**src/hdl/ratio_to_bounded_fraction_unit_assert.svh**
```systemverilog
// Assertion macros shared by the bounded-fraction unit.
`ifndef RATIO_TO_BOUNDED_FRACTION_UNIT_ASSERT_SVH
`define RATIO_TO_BOUNDED_FRACTION_UNIT_ASSERT_SVH

// Same-cycle implication, disabled in reset.
`define RTBF_ASSERT_NOW(lbl, ante, cons, msg) \
  lbl: assert property (@(posedge clk) disable iff (!rst_n) (ante) |-> (cons)) \
    else $error(msg);

// Next-cycle implication, disabled in reset.
`define RTBF_ASSERT_NEXT(lbl, ante, cons, msg) \
  lbl: assert property (@(posedge clk) disable iff (!rst_n) (ante) |=> (cons)) \
    else $error(msg);

`endif

```
**src/hdl/rtbf_pkg.sv**
```systemverilog
package rtbf_pkg;

  localparam int LIM_W     = 16;
  localparam int NUMER_W   = 32;
  localparam int DENOM_W   = 16;
  localparam int CFG_W     = 16;
  localparam int CFG_IDX_W = 1;

  localparam logic [CFG_W-1:0] TOLERANCE_RST  = 16'd7;
  localparam logic [CFG_W-1:0] TERM_LIMIT_RST = 16'd1000;

  localparam logic [CFG_IDX_W-1:0] CFG_TOLERANCE  = 1'd0;
  localparam logic [CFG_IDX_W-1:0] CFG_TERM_LIMIT = 1'd1;

  typedef enum logic [2:0] {
    ST_IDLE,
    ST_CHECK,
    ST_TEST,
    ST_DIVIDE,
    ST_UPDATE,
    ST_FINISH
  } rtbf_state_t;

  typedef struct packed {
    logic load;
    logic check;
    logic div_start;
    logic update;
    logic finish;
  } rtbf_cmd_t;

  typedef struct packed {
    logic stop_early;
    logic in_tol;
    logic div_done;
  } rtbf_sts_t;

endpackage

```
**src/hdl/rtbf_div.sv**
```systemverilog
module rtbf_div #(
  parameter int FRAC_BITS = 16
) (
  input  logic                   clk,
  input  logic                   rst_n,
  input  logic                   start,
  input  logic [FRAC_BITS-1:0]   divisor,
  output logic                   done,
  output logic [2*FRAC_BITS:0]   quot
);

  localparam int QB = 2 * FRAC_BITS + 1;
  localparam int CW = $clog2(QB);
  localparam logic [CW-1:0] LAST = CW'(QB - 1);

  logic              busy_r;
  logic [CW-1:0]     cnt_r;
  logic [FRAC_BITS:0] part_r;
  logic [QB-1:0]     quot_r;

  logic [FRAC_BITS:0] shifted;
  logic [FRAC_BITS:0] div_ext;
  logic               ge;
  logic [FRAC_BITS:0] part_nxt;
  logic [QB-1:0]      quot_nxt;

  assign div_ext  = {1'b0, divisor};
  assign shifted  = {part_r[FRAC_BITS-1:0], (cnt_r == '0)};
  assign ge       = (shifted >= div_ext);
  assign part_nxt = ge ? (shifted - div_ext) : shifted;
  assign quot_nxt = {quot_r[QB-2:0], ge};
  assign done     = busy_r && (cnt_r == LAST);
  assign quot     = quot_r;

  always_ff @(posedge clk) begin
    if (!rst_n) begin
      busy_r <= 1'b0;
      cnt_r  <= '0;
    end else if (start) begin
      busy_r <= 1'b1;
      cnt_r  <= '0;
    end else if (busy_r) begin
      cnt_r <= cnt_r + CW'(1);
      if (done) begin
        busy_r <= 1'b0;
      end
    end
  end

  always_ff @(posedge clk) begin
    if (start) begin
      part_r <= '0;
    end else if (busy_r) begin
      part_r <= part_nxt;
      quot_r <= quot_nxt;
    end
  end

endmodule

```
**src/hdl/rtbf_dp.sv**
```systemverilog
module rtbf_dp #(
  parameter int FRAC_BITS = 16,
  parameter int INT_BITS  = 16
) (
  input  logic                                    clk,
  input  logic                                    rst_n,
  input  logic [INT_BITS+FRAC_BITS-1:0]           in_ratio,
  input  logic                                    cfg_we,
  input  logic [rtbf_pkg::CFG_IDX_W-1:0]          cfg_index,
  input  logic [rtbf_pkg::CFG_W-1:0]              cfg_data,
  input  rtbf_pkg::rtbf_cmd_t                     cmd,
  output rtbf_pkg::rtbf_sts_t                     sts,
  output logic                                    out_valid,
  output logic [rtbf_pkg::NUMER_W-1:0]            out_numer_out,
  output logic [rtbf_pkg::DENOM_W-1:0]            out_denom_out,
  output logic                                    out_is_fraction
);

  localparam int RW   = INT_BITS + FRAC_BITS;
  localparam int LW   = rtbf_pkg::LIM_W;
  localparam int NW   = rtbf_pkg::NUMER_W;
  localparam int DW   = rtbf_pkg::DENOM_W;
  localparam int AW   = FRAC_BITS + 1;
  localparam int PW_N = FRAC_BITS + LW + 1;
  localparam int PW   = (INT_BITS > PW_N) ? INT_BITS : PW_N;
  localparam int QW   = PW_N;
  localparam int EW   = RW + LW;
  localparam int TW   = 2 * LW;
  localparam int RMW  = FRAC_BITS + LW;

  logic [LW-1:0]        tol_r;
  logic [LW-1:0]        lim_r;
  logic [RW-1:0]        ratio_r;
  logic [PW-1:0]        p_r;
  logic [QW-1:0]        q_r;
  logic [LW-1:0]        pp_r;
  logic [LW-1:0]        qp_r;
  logic [FRAC_BITS-1:0] rem_r;
  logic [EW-1:0]        prod_r;
  logic [TW-1:0]        tolq_r;
  logic                 out_valid_r;
  logic [NW-1:0]        numer_r;
  logic [DW-1:0]        denom_r;
  logic                 frac_r;

  logic                 div_done;
  logic [2*FRAC_BITS:0] recip;
  logic [AW-1:0]        a_term;
  logic [PW-1:0]        p_nxt;
  logic [QW-1:0]        q_nxt;
  logic                 p_fits;
  logic                 q_fits;
  logic [EW-1:0]        lhs;
  logic [EW-1:0]        err;

  rtbf_div #(
    .FRAC_BITS(FRAC_BITS)
  ) u_div (
    .clk    (clk),
    .rst_n  (rst_n),
    .start  (cmd.div_start),
    .divisor(rem_r),
    .done   (div_done),
    .quot   (recip)
  );

  assign a_term = recip[2*FRAC_BITS:FRAC_BITS];
  assign p_nxt  = PW'(PW_N'(a_term) * PW_N'(p_r[LW-1:0]) + PW_N'(pp_r));
  assign q_nxt  = QW'(PW_N'(a_term) * PW_N'(q_r[LW-1:0]) + PW_N'(qp_r));

  assign p_fits = (p_r < PW'(lim_r));
  assign q_fits = (q_r < QW'(lim_r));

  assign lhs = EW'({p_r[LW-1:0], {FRAC_BITS{1'b0}}});
  assign err = (lhs >= prod_r) ? (lhs - prod_r) : (prod_r - lhs);

  always_comb begin
    sts            = '0;
    sts.stop_early = (rem_r == '0) || (RMW'(rem_r) < RMW'(tol_r)) || !p_fits || !q_fits;
    sts.in_tol     = (err <= EW'(tolq_r));
    sts.div_done   = div_done;
  end

  always_ff @(posedge clk) begin
    if (!rst_n) begin
      tol_r <= rtbf_pkg::TOLERANCE_RST;
      lim_r <= rtbf_pkg::TERM_LIMIT_RST;
    end else if (cfg_we) begin
      case (cfg_index)
        rtbf_pkg::CFG_TOLERANCE:  tol_r <= cfg_data;
        rtbf_pkg::CFG_TERM_LIMIT: lim_r <= cfg_data;
        default: ;
      endcase
    end
  end

  always_ff @(posedge clk) begin
    if (cmd.load) begin
      ratio_r <= in_ratio;
      p_r     <= PW'(in_ratio[RW-1:FRAC_BITS]);
      q_r     <= QW'(1);
      pp_r    <= LW'(1);
      qp_r    <= '0;
      rem_r   <= in_ratio[FRAC_BITS-1:0];
    end else if (cmd.update) begin
      p_r   <= p_nxt;
      q_r   <= q_nxt;
      pp_r  <= p_r[LW-1:0];
      qp_r  <= q_r[LW-1:0];
      rem_r <= recip[FRAC_BITS-1:0];
    end
  end

  always_ff @(posedge clk) begin
    if (cmd.check) begin
      prod_r <= EW'(ratio_r) * EW'(q_r[LW-1:0]);
      tolq_r <= TW'(tol_r) * TW'(q_r[LW-1:0]);
    end
  end

  always_ff @(posedge clk) begin
    if (!rst_n) begin
      out_valid_r <= 1'b0;
    end else begin
      out_valid_r <= cmd.finish;
    end
  end

  always_ff @(posedge clk) begin
    if (cmd.finish) begin
      if (p_fits && q_fits) begin
        numer_r <= NW'(p_r[LW-1:0]);
        denom_r <= DW'(q_r[LW-1:0]);
        frac_r  <= 1'b1;
      end else begin
        numer_r <= NW'(ratio_r);
        denom_r <= DW'(1);
        frac_r  <= 1'b0;
      end
    end
  end

  assign out_valid       = out_valid_r;
  assign out_numer_out   = numer_r;
  assign out_denom_out   = denom_r;
  assign out_is_fraction = frac_r;

endmodule

```
**src/hdl/rtbf_ctrl.sv**
```systemverilog
module rtbf_ctrl (
  input  logic                clk,
  input  logic                rst_n,
  input  logic                start,
  input  rtbf_pkg::rtbf_sts_t sts,
  output logic                busy,
  output rtbf_pkg::rtbf_cmd_t cmd
);

  rtbf_pkg::rtbf_state_t state_r;
  rtbf_pkg::rtbf_state_t state_nxt;

  always_ff @(posedge clk) begin
    if (!rst_n) begin
      state_r <= rtbf_pkg::ST_IDLE;
    end else begin
      state_r <= state_nxt;
    end
  end

  always_comb begin
    state_nxt = state_r;
    case (state_r)
      rtbf_pkg::ST_IDLE: begin
        if (start) begin
          state_nxt = rtbf_pkg::ST_CHECK;
        end
      end
      rtbf_pkg::ST_CHECK: begin
        state_nxt = sts.stop_early ? rtbf_pkg::ST_FINISH : rtbf_pkg::ST_TEST;
      end
      rtbf_pkg::ST_TEST: begin
        state_nxt = sts.in_tol ? rtbf_pkg::ST_FINISH : rtbf_pkg::ST_DIVIDE;
      end
      rtbf_pkg::ST_DIVIDE: begin
        if (sts.div_done) begin
          state_nxt = rtbf_pkg::ST_UPDATE;
        end
      end
      rtbf_pkg::ST_UPDATE: state_nxt = rtbf_pkg::ST_CHECK;
      rtbf_pkg::ST_FINISH: state_nxt = rtbf_pkg::ST_IDLE;
      default:             state_nxt = rtbf_pkg::ST_IDLE;
    endcase
  end

  always_comb begin
    cmd  = '0;
    busy = 1'b1;
    case (state_r)
      rtbf_pkg::ST_IDLE: begin
        busy     = 1'b0;
        cmd.load = start;
      end
      rtbf_pkg::ST_CHECK:  cmd.check = 1'b1;
      rtbf_pkg::ST_TEST:   cmd.div_start = !sts.in_tol;
      rtbf_pkg::ST_DIVIDE: ;
      rtbf_pkg::ST_UPDATE: cmd.update = 1'b1;
      rtbf_pkg::ST_FINISH: cmd.finish = 1'b1;
      default:             busy = 1'b1;
    endcase
  end

endmodule

```
**src/hdl/ratio_to_bounded_fraction_unit.sv**
```systemverilog
// Approximates an unsigned fixed-point ratio by a continued-fraction
// convergent p/q. Pulse start while busy is low to hand over one request;
// exactly one result follows, shown for a single cycle with out_valid high,
// and the receiver cannot stall it, so capture it in that cycle. A request
// keeps busy high for (2*FRAC_BITS + 4) * T + 2 cycles, or + 3 when the
// tolerance test ends it, where T is the number of terms taken (36 cycles a
// term with the default 16 fraction bits, and at most 24 terms, since q grows
// at least as fast as the Fibonacci numbers and must stay below the 16-bit
// term_limit); the term cost is set by the bit-serial reciprocal divider,
// which produces one quotient bit a cycle. The result strobe comes in the
// first cycle that busy is low again. Write cfg_* registers only while idle.
`include "ratio_to_bounded_fraction_unit_assert.svh"

module ratio_to_bounded_fraction_unit #(
  parameter int FRAC_BITS = 16,
  parameter int INT_BITS  = 16
) (
  input  logic                               clk,
  input  logic                               rst_n,
  input  logic                               start,
  output logic                               busy,
  input  logic [INT_BITS+FRAC_BITS-1:0]      in_ratio,
  output logic                               out_valid,
  output logic [rtbf_pkg::NUMER_W-1:0]       out_numer_out,
  output logic [rtbf_pkg::DENOM_W-1:0]       out_denom_out,
  output logic                               out_is_fraction,
  input  logic                               cfg_we,
  input  logic [rtbf_pkg::CFG_IDX_W-1:0]     cfg_index,
  input  logic [rtbf_pkg::CFG_W-1:0]         cfg_data
);

  rtbf_pkg::rtbf_cmd_t ctrl_cmd;
  rtbf_pkg::rtbf_sts_t ctrl_sts;

  rtbf_ctrl u_ctrl (
    .clk  (clk),
    .rst_n(rst_n),
    .start(start),
    .sts  (ctrl_sts),
    .busy (busy),
    .cmd  (ctrl_cmd)
  );

  rtbf_dp #(
    .FRAC_BITS(FRAC_BITS),
    .INT_BITS (INT_BITS)
  ) u_dp (
    .clk            (clk),
    .rst_n          (rst_n),
    .in_ratio       (in_ratio),
    .cfg_we         (cfg_we),
    .cfg_index      (cfg_index),
    .cfg_data       (cfg_data),
    .cmd            (ctrl_cmd),
    .sts            (ctrl_sts),
    .out_valid      (out_valid),
    .out_numer_out  (out_numer_out),
    .out_denom_out  (out_denom_out),
    .out_is_fraction(out_is_fraction)
  );

  `RTBF_ASSERT_NEXT(a_accept_busy, start && !busy, busy, "accepted request did not raise busy")
  `RTBF_ASSERT_NEXT(a_single_strobe, out_valid, !out_valid, "result strobe longer than one cycle")
  `RTBF_ASSERT_NOW(a_strobe_src, out_valid, $past(ctrl_cmd.finish), "result without finish step")
  `RTBF_ASSERT_NOW(a_fallback_den, out_valid && !out_is_fraction, out_denom_out == 16'd1, "fallback denominator not one")

endmodule

```
**config.mk**
```make
export PLATFORM = sky130hd
export DESIGN_NAME = ratio_to_bounded_fraction_unit
export DESIGN_NICKNAME = d
export VERILOG_FILES = /design/src/hdl/rtbf_pkg.sv /design/src/hdl/rtbf_div.sv /design/src/hdl/rtbf_dp.sv /design/src/hdl/rtbf_ctrl.sv /design/src/hdl/ratio_to_bounded_fraction_unit.sv
export VERILOG_INCLUDE_DIRS = /design/src /design/src/hdl
export SDC_FILE = /design/constraint.sdc
export NUM_CORES = 2
export LEC_CHECK = 0
export ABC_AREA = 1
export BUFFER_PORTS_ARGS = -buffer_cell sky130_fd_sc_hd__buf_2
export CAP_MARGIN = 25
export CELL_PAD_IN_SITES_DETAIL_PLACEMENT = 1
export CELL_PAD_IN_SITES_GLOBAL_PLACEMENT = 1
export CORE_MARGIN = 8
export CORE_UTILIZATION = 50
export CTS_CLUSTER_SIZE = 40
export DETAILED_ROUTE_END_ITERATION = 6
export GPL_TIMING_DRIVEN = 0
export PLACE_DENSITY_LB_ADDON = 0.1
export SKIP_LAST_GASP = 1
export SLEW_MARGIN = 20
export SYNTH_ARGS = -nofsm -noshare
export SYNTH_HDL_FRONTEND = slang
export SYNTH_SLANG_ARGS = --single-unit
```
**constraint.sdc**
```tcl
create_clock -name clk -period 12.6 [get_ports clk]
set_input_delay 2.52 -clock clk [delete_from_list [all_inputs] [get_ports clk]]
set_output_delay 2.52 -clock clk [all_outputs]
set_load 0.02 [all_outputs]
```
# Yosys cells after proc, flatten, opt, wreduce, memory -nomap -nowiden
# Cells that the tools add are included.
dict set report word_totals {
  output_inout_bits 51
  inputBits 53
  ff_bits 367
}
dict set report op_classes {
  mul 4
  n_bitwise 3
  n_eq_ne 8
  addsub 6
  n_mux 22
  magnitude_cmp 6
  n_reduce_logical 17
}
# op count
set ops {}
lappend ops {{16-bit two-way mux} 6}
lappend ops {{33-bit by 16-bit adder with 33-bit output} 2}
lappend ops {{33-bit by 16-bit less-than comparator with 1-bit output} 2}
lappend ops {{17-bit by 16-bit multiplier with 33-bit output} 2}
lappend ops {{32-bit by 48-bit greater-or-equal comparator with 1-bit output} 1}
lappend ops {{48-bit by 32-bit <= comparator with 1-bit output} 1}
lappend ops {{32-bit by 16-bit multiplier with 48-bit output} 1}
lappend ops {{48-bit two-way mux} 1}
lappend ops {{32-bit by 48-bit subtractor with 48-bit output} 1}
lappend ops {{48-bit by 32-bit subtractor with 48-bit output} 1}
lappend ops {{16-bit by 16-bit multiplier with 32-bit output} 1}
lappend ops {{17-bit by 16-bit greater-or-equal comparator with 1-bit output} 1}
lappend ops {{16-bit zero test} 1}
lappend ops {{16-bit less-than comparator} 1}
lappend ops {{16-bit subtractor} 1}
lappend ops {{3-bit case mux with 5 select lines} 1}
lappend ops {{3-bit two-way mux} 4}
lappend ops {{1-bit two-way mux} 10}
lappend ops {{2-bit AND reduction} 4}
lappend ops {{6-bit by 1-bit adder with 6-bit output, second input constant} 1}
lappend ops {{3-bit by 2-bit == test with 1-bit output, second input constant} 2}
lappend ops {{3-bit == test, second input constant} 2}
lappend ops {{6-bit == test, second input constant} 1}
lappend ops {{6-bit zero test} 1}
lappend ops {{other kinds (10)} 17}

# Depth between registers and ports, before layout
dict set report depth {
  depth_word 7
  ltp_mapped 37
  mapped_depth_nobuf 35
}

# Hierarchy
# From an unflattened synthesis, not the netlist that was laid out.
dict set report hier_totals {
  cells_unflattened 8323
  area_unflattened_um2 64509.4
}
# module area_each_um2 cells_each n_inst
set by_module_without_submodules {}
lappend by_module_without_submodules {rtbf_dp 61024.8 7884 1}
lappend by_module_without_submodules {rtbf_div 3270.6 405 1}
lappend by_module_without_submodules {rtbf_ctrl 214.0 34 1}

# Worst setup path before layout
# OpenSTA, ideal clock, no wires.
dict set report synth_timing {
  path_kind {reg2reg}
  from {register u_ctrl.state_r[0]}
  to {register u_ctrl.state_r[2]}
  arrival_time_ns 6.588
  stages_incl_launch_ff 5
  t_required_ns 12.518
  path_slack_ns 5.930
  path_buffers 0
  synth_period_minus_slack_ns 6.670
  path_cell_list {dfxtp_1 > inv_1 > nor3_1 > a21oi_1 > a21oi_1}
}
dict set report synth_via {
  elab_chain_len 3
}
# element line
set synth_lines {}
lappend synth_lines {{start: declaration} rtbf_ctrl.sv:10} ;# rtbf_pkg::rtbf_state_t state_r;
lappend synth_lines {{start signal: assignment} rtbf_ctrl.sv:15} ;# state_r <= rtbf_pkg::ST_IDLE;
lappend synth_lines {{start signal: assignment} rtbf_ctrl.sv:17} ;# state_r <= state_nxt;
lappend synth_lines {{3-bit by 2-bit == test with 1-bit output or 3-bit zero test (tied branches)} rtbf_ctrl.sv:23} ;# case (state_r)
lappend synth_lines {{2-bit by 1-bit inequality test with 1-bit output (no source line) or 2-bit inequality test (tied branches)} --}
lappend synth_lines {{2-bit AND reduction (no source line)} --}
# Several ways; a longest one is shown, not always the timed one.
# A chain may end at the register's enable or synchronous reset.

# Final worst setup path
dict set report layout_timing {
  from {register u_dp.q_r[4]}
  to {register u_dp.prod_r[25], data pin}
}
dict set report layout_via {
  elab_chain_len 1
}
# element line
set layout_lines {}
lappend layout_lines {{start: declaration} rtbf_dp.sv:35} ;# logic [QW-1:0] q_r;
lappend layout_lines {{start signal: assignment} rtbf_dp.sv:107} ;# q_r <= q_nxt;
lappend layout_lines {{32-bit by 16-bit multiplier with 48-bit output} rtbf_dp.sv:116} ;# prod_r <= EW'(ratio_r) * EW'(q_r[LW-1:0]);
lappend layout_lines {{end signal: assignment} rtbf_dp.sv:116}
lappend layout_lines {{end: declaration} rtbf_dp.sv:39} ;# logic [EW-1:0] prod_r;
# No other way between the ends.

==> Implementation_results.wiki <==
{| class="wikitable"
! Metric !! Value
|-
| Maximum single-stage delay on the critical path || 780 ps
|-
| Layout cell share with drive strength beyond 1 || 0.0352
|-
| TritonCTS clock tree || done
|-
| Hold violation count in the final report || 0
|-
| Result of the run || completed
|-
| Unrepaired setup endpoints after global routing || false
|-
| Buffers and inverters on the worst path || 5
|-
| Hold-fix buffers at CTS || 0
|-
| Number of standard-cell rows in the floorplan || 130
|-
| Post-Syn Instances || 8058
|-
| Max stage delay cell, worst path || sky130_fd_sc_hd__buf_1
|-
| Detailed-placement wirelength estimate || 213 mm
|-
| Worst-case headroom to the max-slew limit || 0.198
|-
| Number of CTS-inserted buffers || 46
|-
| PortBufs || 102
|-
| Fraction of registers with async set or reset after synthesis || 0
|-
| Pin count of the biggest net entering global routing || 42
|-
| Worst hold-check path type || flop to flop
|-
| Setup TNS Final || 0 ps
|-
| Multi-input gate area in the final layout || 43900 um2
|-
| Wire length of the first global-routing pass || 374 mm
|-
| CTS max path bufs || 3
|-
| Final clock skew || 42.5 ps
|-
| Fraction of the yosys area taken by sequential cells || 0.152
|-
| DRT antenna net count || 0
|-
| Core footprint || 126000 um2
|-
| Net count, final || 9931
|-
| Via count || 54800
|-
| Flip-flop cell with the highest count after synthesis || sky130_fd_sc_hd__edfxtp_1
|-
| Clock root buffer || sky130_fd_sc_hd__clkbuf_16
|-
| Fillcell total || 15800
|-
| Worst endpoint data arrival time || 8900 ps
|-
| Detail-routed via count per cell || 5.51
|-
| Detailed Route WL || 253 mm
|-
| Crit Path Class || flop to flop
|-
| Kind of cell with the highest combined delay on the critical path || adder cells
|-
| Max Clock Freq || 117 MHz
|-
| Number of register bits inferred by synthesis || 367
|-
| Total of cells resized after clock tree synthesis || 0
|-
| Detailed router's first-iteration violation count || 4127
|-
| Highest layer used for signal routing || met5
|-
| Storage element area || 9610 um2
|-
| Routability congestion estimate from global placement || 0.986
|-
| Highest net fanout along the worst path || 10
|-
| Overall routing resource usage || 0.366
|-
| Wire length on met1 || 96.0 mm
|-
| I/O pin count || 104
|-
| Mean instance size in the synthesized netlist || 7.86 um2
|-
| Cell breakdown of the critical path || clkbuf_1 > buf_1 > nand2_1 > fa_1 > inv_1 > fa_1 > ha_1 > inv_1 > fa_1 > fa_1 > inv_1 > fa_1 > ha_1 > a21o_1 > a21oi_1 > o21ai_1 > a21oi_1 > o21ai_1 > a21oi_1 > o21ai_1 > xor2_1
|-
| Crit path launch type || flop
|-
| Number of iterations in the first detailed-routing pass || 5
|-
| Setup-failing EPs final || 0
|-
| DIE HEIGHT || 372 um
|-
| Congestion Overflow GR || 0
|-
| Number of violations of the max-capacitance limit || 0
|-
| Antenna violations before repair || 25
|-
| Drt drc || 0
|-
| Crit path time final || 8510 ps
|-
| Area of the mapped netlist || 63300 um2
|-
| Clock transition at path regs || 70 ps
|-
| Fin. max-slew vios || 0
|-
| Starting density of the core || 0.504
|-
| Number of sinks on the clock net || 367
|-
| Number of global-route vias before repair || 59700
|-
| Growth of design area from synthesis to finish || 7.40%
|-
| Number of enable-type register cells in the synthesized netlist || 226
|-
| Required time of the critical path || 12990 ps
|-
| Syn Nets || 9741
|-
| Routed wire length on met2 || 117 mm
|-
| Die boundary width || 372 um
|-
| Worst-Skew Late Latency || 680 ps
|-
| Share of the clock period used by the worst path || 0.676
|-
| Measured slew at the worst slew-check pin || 1200 ps
|-
| Count of cell types in the netlist || 53
|-
| Setup bufs post-CTS || 0
|-
| Die area || 138000 um2
|-
| Met3 wire length || 23.4 mm
|-
| Most used cell along the critical path || sky130_fd_sc_hd__fa_1
|-
| Sort of element at the end of the critical path || flop
|-
| Detail-routed net length per standard cell || 25.4 um
|-
| Total number of yosys warnings || 0
|-
| Maximum level of the CTS H-tree || 2
|}
[registers in the layout (all words and copies together) (netlist names), 32 cells and up]
register / flops
u_dp.p_r: 33
u_dp.out_numer_out: 32
u_dp.u_div.quot: 33
u_dp.tolq_r: 32
u_dp.q_r: 33
u_dp.ratio_r: 32
u_dp.prod_r: 48
[metal layers]
metal	vias to the layer above	global-route usage
met1	28000	0.438
met5	-	0
li1	24100	-
met4	14	0.198
met3	640	0.100
met2	2187	0.601
[kinds of logic (layout without fill, tap and decap cells)]
family,Yosys count,in the layout,share of synthesized area
adder cells (fa/ha/maj),1630,1630,0.448
AO/OA/AOI/OAI,702,702,0.0624
buffers and inverters,2614,2841,0.155
XOR/XNOR,145,145,0.0201
multiplexers,1,1,0.000158
flip-flops,367,367,0.152
other,0,15,0
AND/OR/NAND/NOR,2599,2599,0.162
[Yosys cell counts, types with 2 or more instances]
master	number	area share
sky130_fd_sc_hd__o21a_1	14	0.0017
sky130_fd_sc_hd__a31oi_1	20	0.0020
sky130_fd_sc_hd__o221ai_1	3	0.00042
sky130_fd_sc_hd__xor2_1	90	0.012
sky130_fd_sc_hd__nor2_1	270	0.016
sky130_fd_sc_hd__o21bai_1	21	0.0025
sky130_fd_sc_hd__a21o_1	12	0.0014
sky130_fd_sc_hd__fa_1	1062	0.34
sky130_fd_sc_hd__or2_2	14	0.0014
sky130_fd_sc_hd__dfxtp_1	141	0.045
sky130_fd_sc_hd__nor3b_1	2	0.00024
sky130_fd_sc_hd__o2111ai_1	6	0.00083
sky130_fd_sc_hd__o22ai_1	29	0.0029
sky130_fd_sc_hd__nand4_1	41	0.0041
sky130_fd_sc_hd__o21ai_0	195	0.015
sky130_fd_sc_hd__inv_1	2262	0.13
sky130_fd_sc_hd__o211ai_1	35	0.0042
sky130_fd_sc_hd__a31o_2	6	0.00083
sky130_fd_sc_hd__xnor2_1	55	0.0076
sky130_fd_sc_hd__nand2_4	2	0.00036
sky130_fd_sc_hd__a21boi_0	10	0.0012
sky130_fd_sc_hd__ha_1	568	0.11
sky130_fd_sc_hd__nor3_1	44	0.0035
sky130_fd_sc_hd__inv_2	4	0.00024
sky130_fd_sc_hd__nand3_1	128	0.010
sky130_fd_sc_hd__nand2_1	2050	0.12
sky130_fd_sc_hd__a21oi_2	9	0.0012
sky130_fd_sc_hd__buf_2	4	0.00032
sky130_fd_sc_hd__a211oi_1	9	0.0011
sky130_fd_sc_hd__a21oi_1	318	0.025
sky130_fd_sc_hd__nand2_2	4	0.00040
sky130_fd_sc_hd__nand3b_1	5	0.00059
sky130_fd_sc_hd__nor2_2	7	0.00069
sky130_fd_sc_hd__clkbuf_1	296	0.018
sky130_fd_sc_hd__o21ai_1	5	0.00040
sky130_fd_sc_hd__nor4_1	26	0.0026
sky130_fd_sc_hd__buf_1	45	0.0027
sky130_fd_sc_hd__o31ai_1	6	0.00071
sky130_fd_sc_hd__edfxtp_1	226	0.11
[worst reg2reg max path, stage by stage (launching register included)]
cell and delay [ps]:
sky130_fd_sc_hd__dfxtp_1 530, sky130_fd_sc_hd__clkbuf_1 760, sky130_fd_sc_hd__buf_1 780, sky130_fd_sc_hd__nand2_1 190, sky130_fd_sc_hd__fa_1 460, sky130_fd_sc_hd__inv_1 80
sky130_fd_sc_hd__fa_1 440, sky130_fd_sc_hd__ha_1 200, sky130_fd_sc_hd__inv_1 60, sky130_fd_sc_hd__fa_1 440, sky130_fd_sc_hd__fa_1 550, sky130_fd_sc_hd__inv_1 50
sky130_fd_sc_hd__fa_1 430, sky130_fd_sc_hd__ha_1 350, sky130_fd_sc_hd__a21o_1 180, sky130_fd_sc_hd__a21oi_1 690, sky130_fd_sc_hd__o21ai_1 330, sky130_fd_sc_hd__a21oi_1 450
sky130_fd_sc_hd__o21ai_1 190, sky130_fd_sc_hd__a21oi_1 380, sky130_fd_sc_hd__o21ai_1 220, sky130_fd_sc_hd__xor2_1 490
[path summary, 6_finish.rpt]
| check | slack, ps | startpoint | endpoint | depth (start not counted) |
|---|---|---|---|---|
| worst max-delay path | 4090 | u_dp.q_r[4] | u_dp.prod_r[25] | 21 |
| worst min-delay path | 460 | u_dp.u_div.quot[11] | u_dp.u_div.quot[12] | 0 |
| worst max register to register | 4090 | u_dp.q_r[4] | u_dp.prod_r[25] | 21 |
| worst min register to register | 460 | u_dp.u_div.quot[11] | u_dp.u_div.quot[12] | 0 |
[final cells by class]
class / instances / area share
multi-input cells: 5077 / 0.646
inverters: 2267 / 0.125
repair buffers: 142 / 0.0143
diodes: 15 / 0.000552
flip-flops and latches: 367 / 0.141
clock buffers: 59 / 0.0184
well taps: 1650 / 0.0304
plain buffers: 347 / 0.0198
clock inverters: 26 / 0.00456
[stage by stage]
stage / instances / utilization / hold slack (ps) / worst slack, ps / instance area, um2
6_report: 9950 / 0.541 / 458 / 4090 / 68000
5_1_grt: 9936 / 0.541 / 466 / 3970 / 68000
4_1_cts: 9931 / 0.541 / 456 / 4250 / 67900
3_5_place_dp: 9846 / 0.528 / 437 / 4290 / 66300
3_3_place_gp: 9810 / 0.525 / 429 / 2400 / 65900
2_1_floorplan: 8058 / - / 427 / 5930 / 63300
[placed cells by master (no fill, tap or decap), types with 47 or more instances in the layout]
cell type / n
sky130_fd_sc_hd__a21oi_1: 318
sky130_fd_sc_hd__buf_2: 109
sky130_fd_sc_hd__clkbuf_1: 288
sky130_fd_sc_hd__clkbuf_16: 47
sky130_fd_sc_hd__dfxtp_1: 141
sky130_fd_sc_hd__edfxtp_1: 226
sky130_fd_sc_hd__fa_1: 1062
sky130_fd_sc_hd__ha_1: 568
sky130_fd_sc_hd__inv_1: 2262
sky130_fd_sc_hd__nand2_1: 2050
sky130_fd_sc_hd__nand3_1: 128
sky130_fd_sc_hd__nor2_1: 269
sky130_fd_sc_hd__o21ai_0: 195
sky130_fd_sc_hd__xnor2_1: 55
sky130_fd_sc_hd__xor2_1: 90
Power is not shown: default switching activity piles up to over one toggle a cycle in this logic, so the estimate is an artifact.
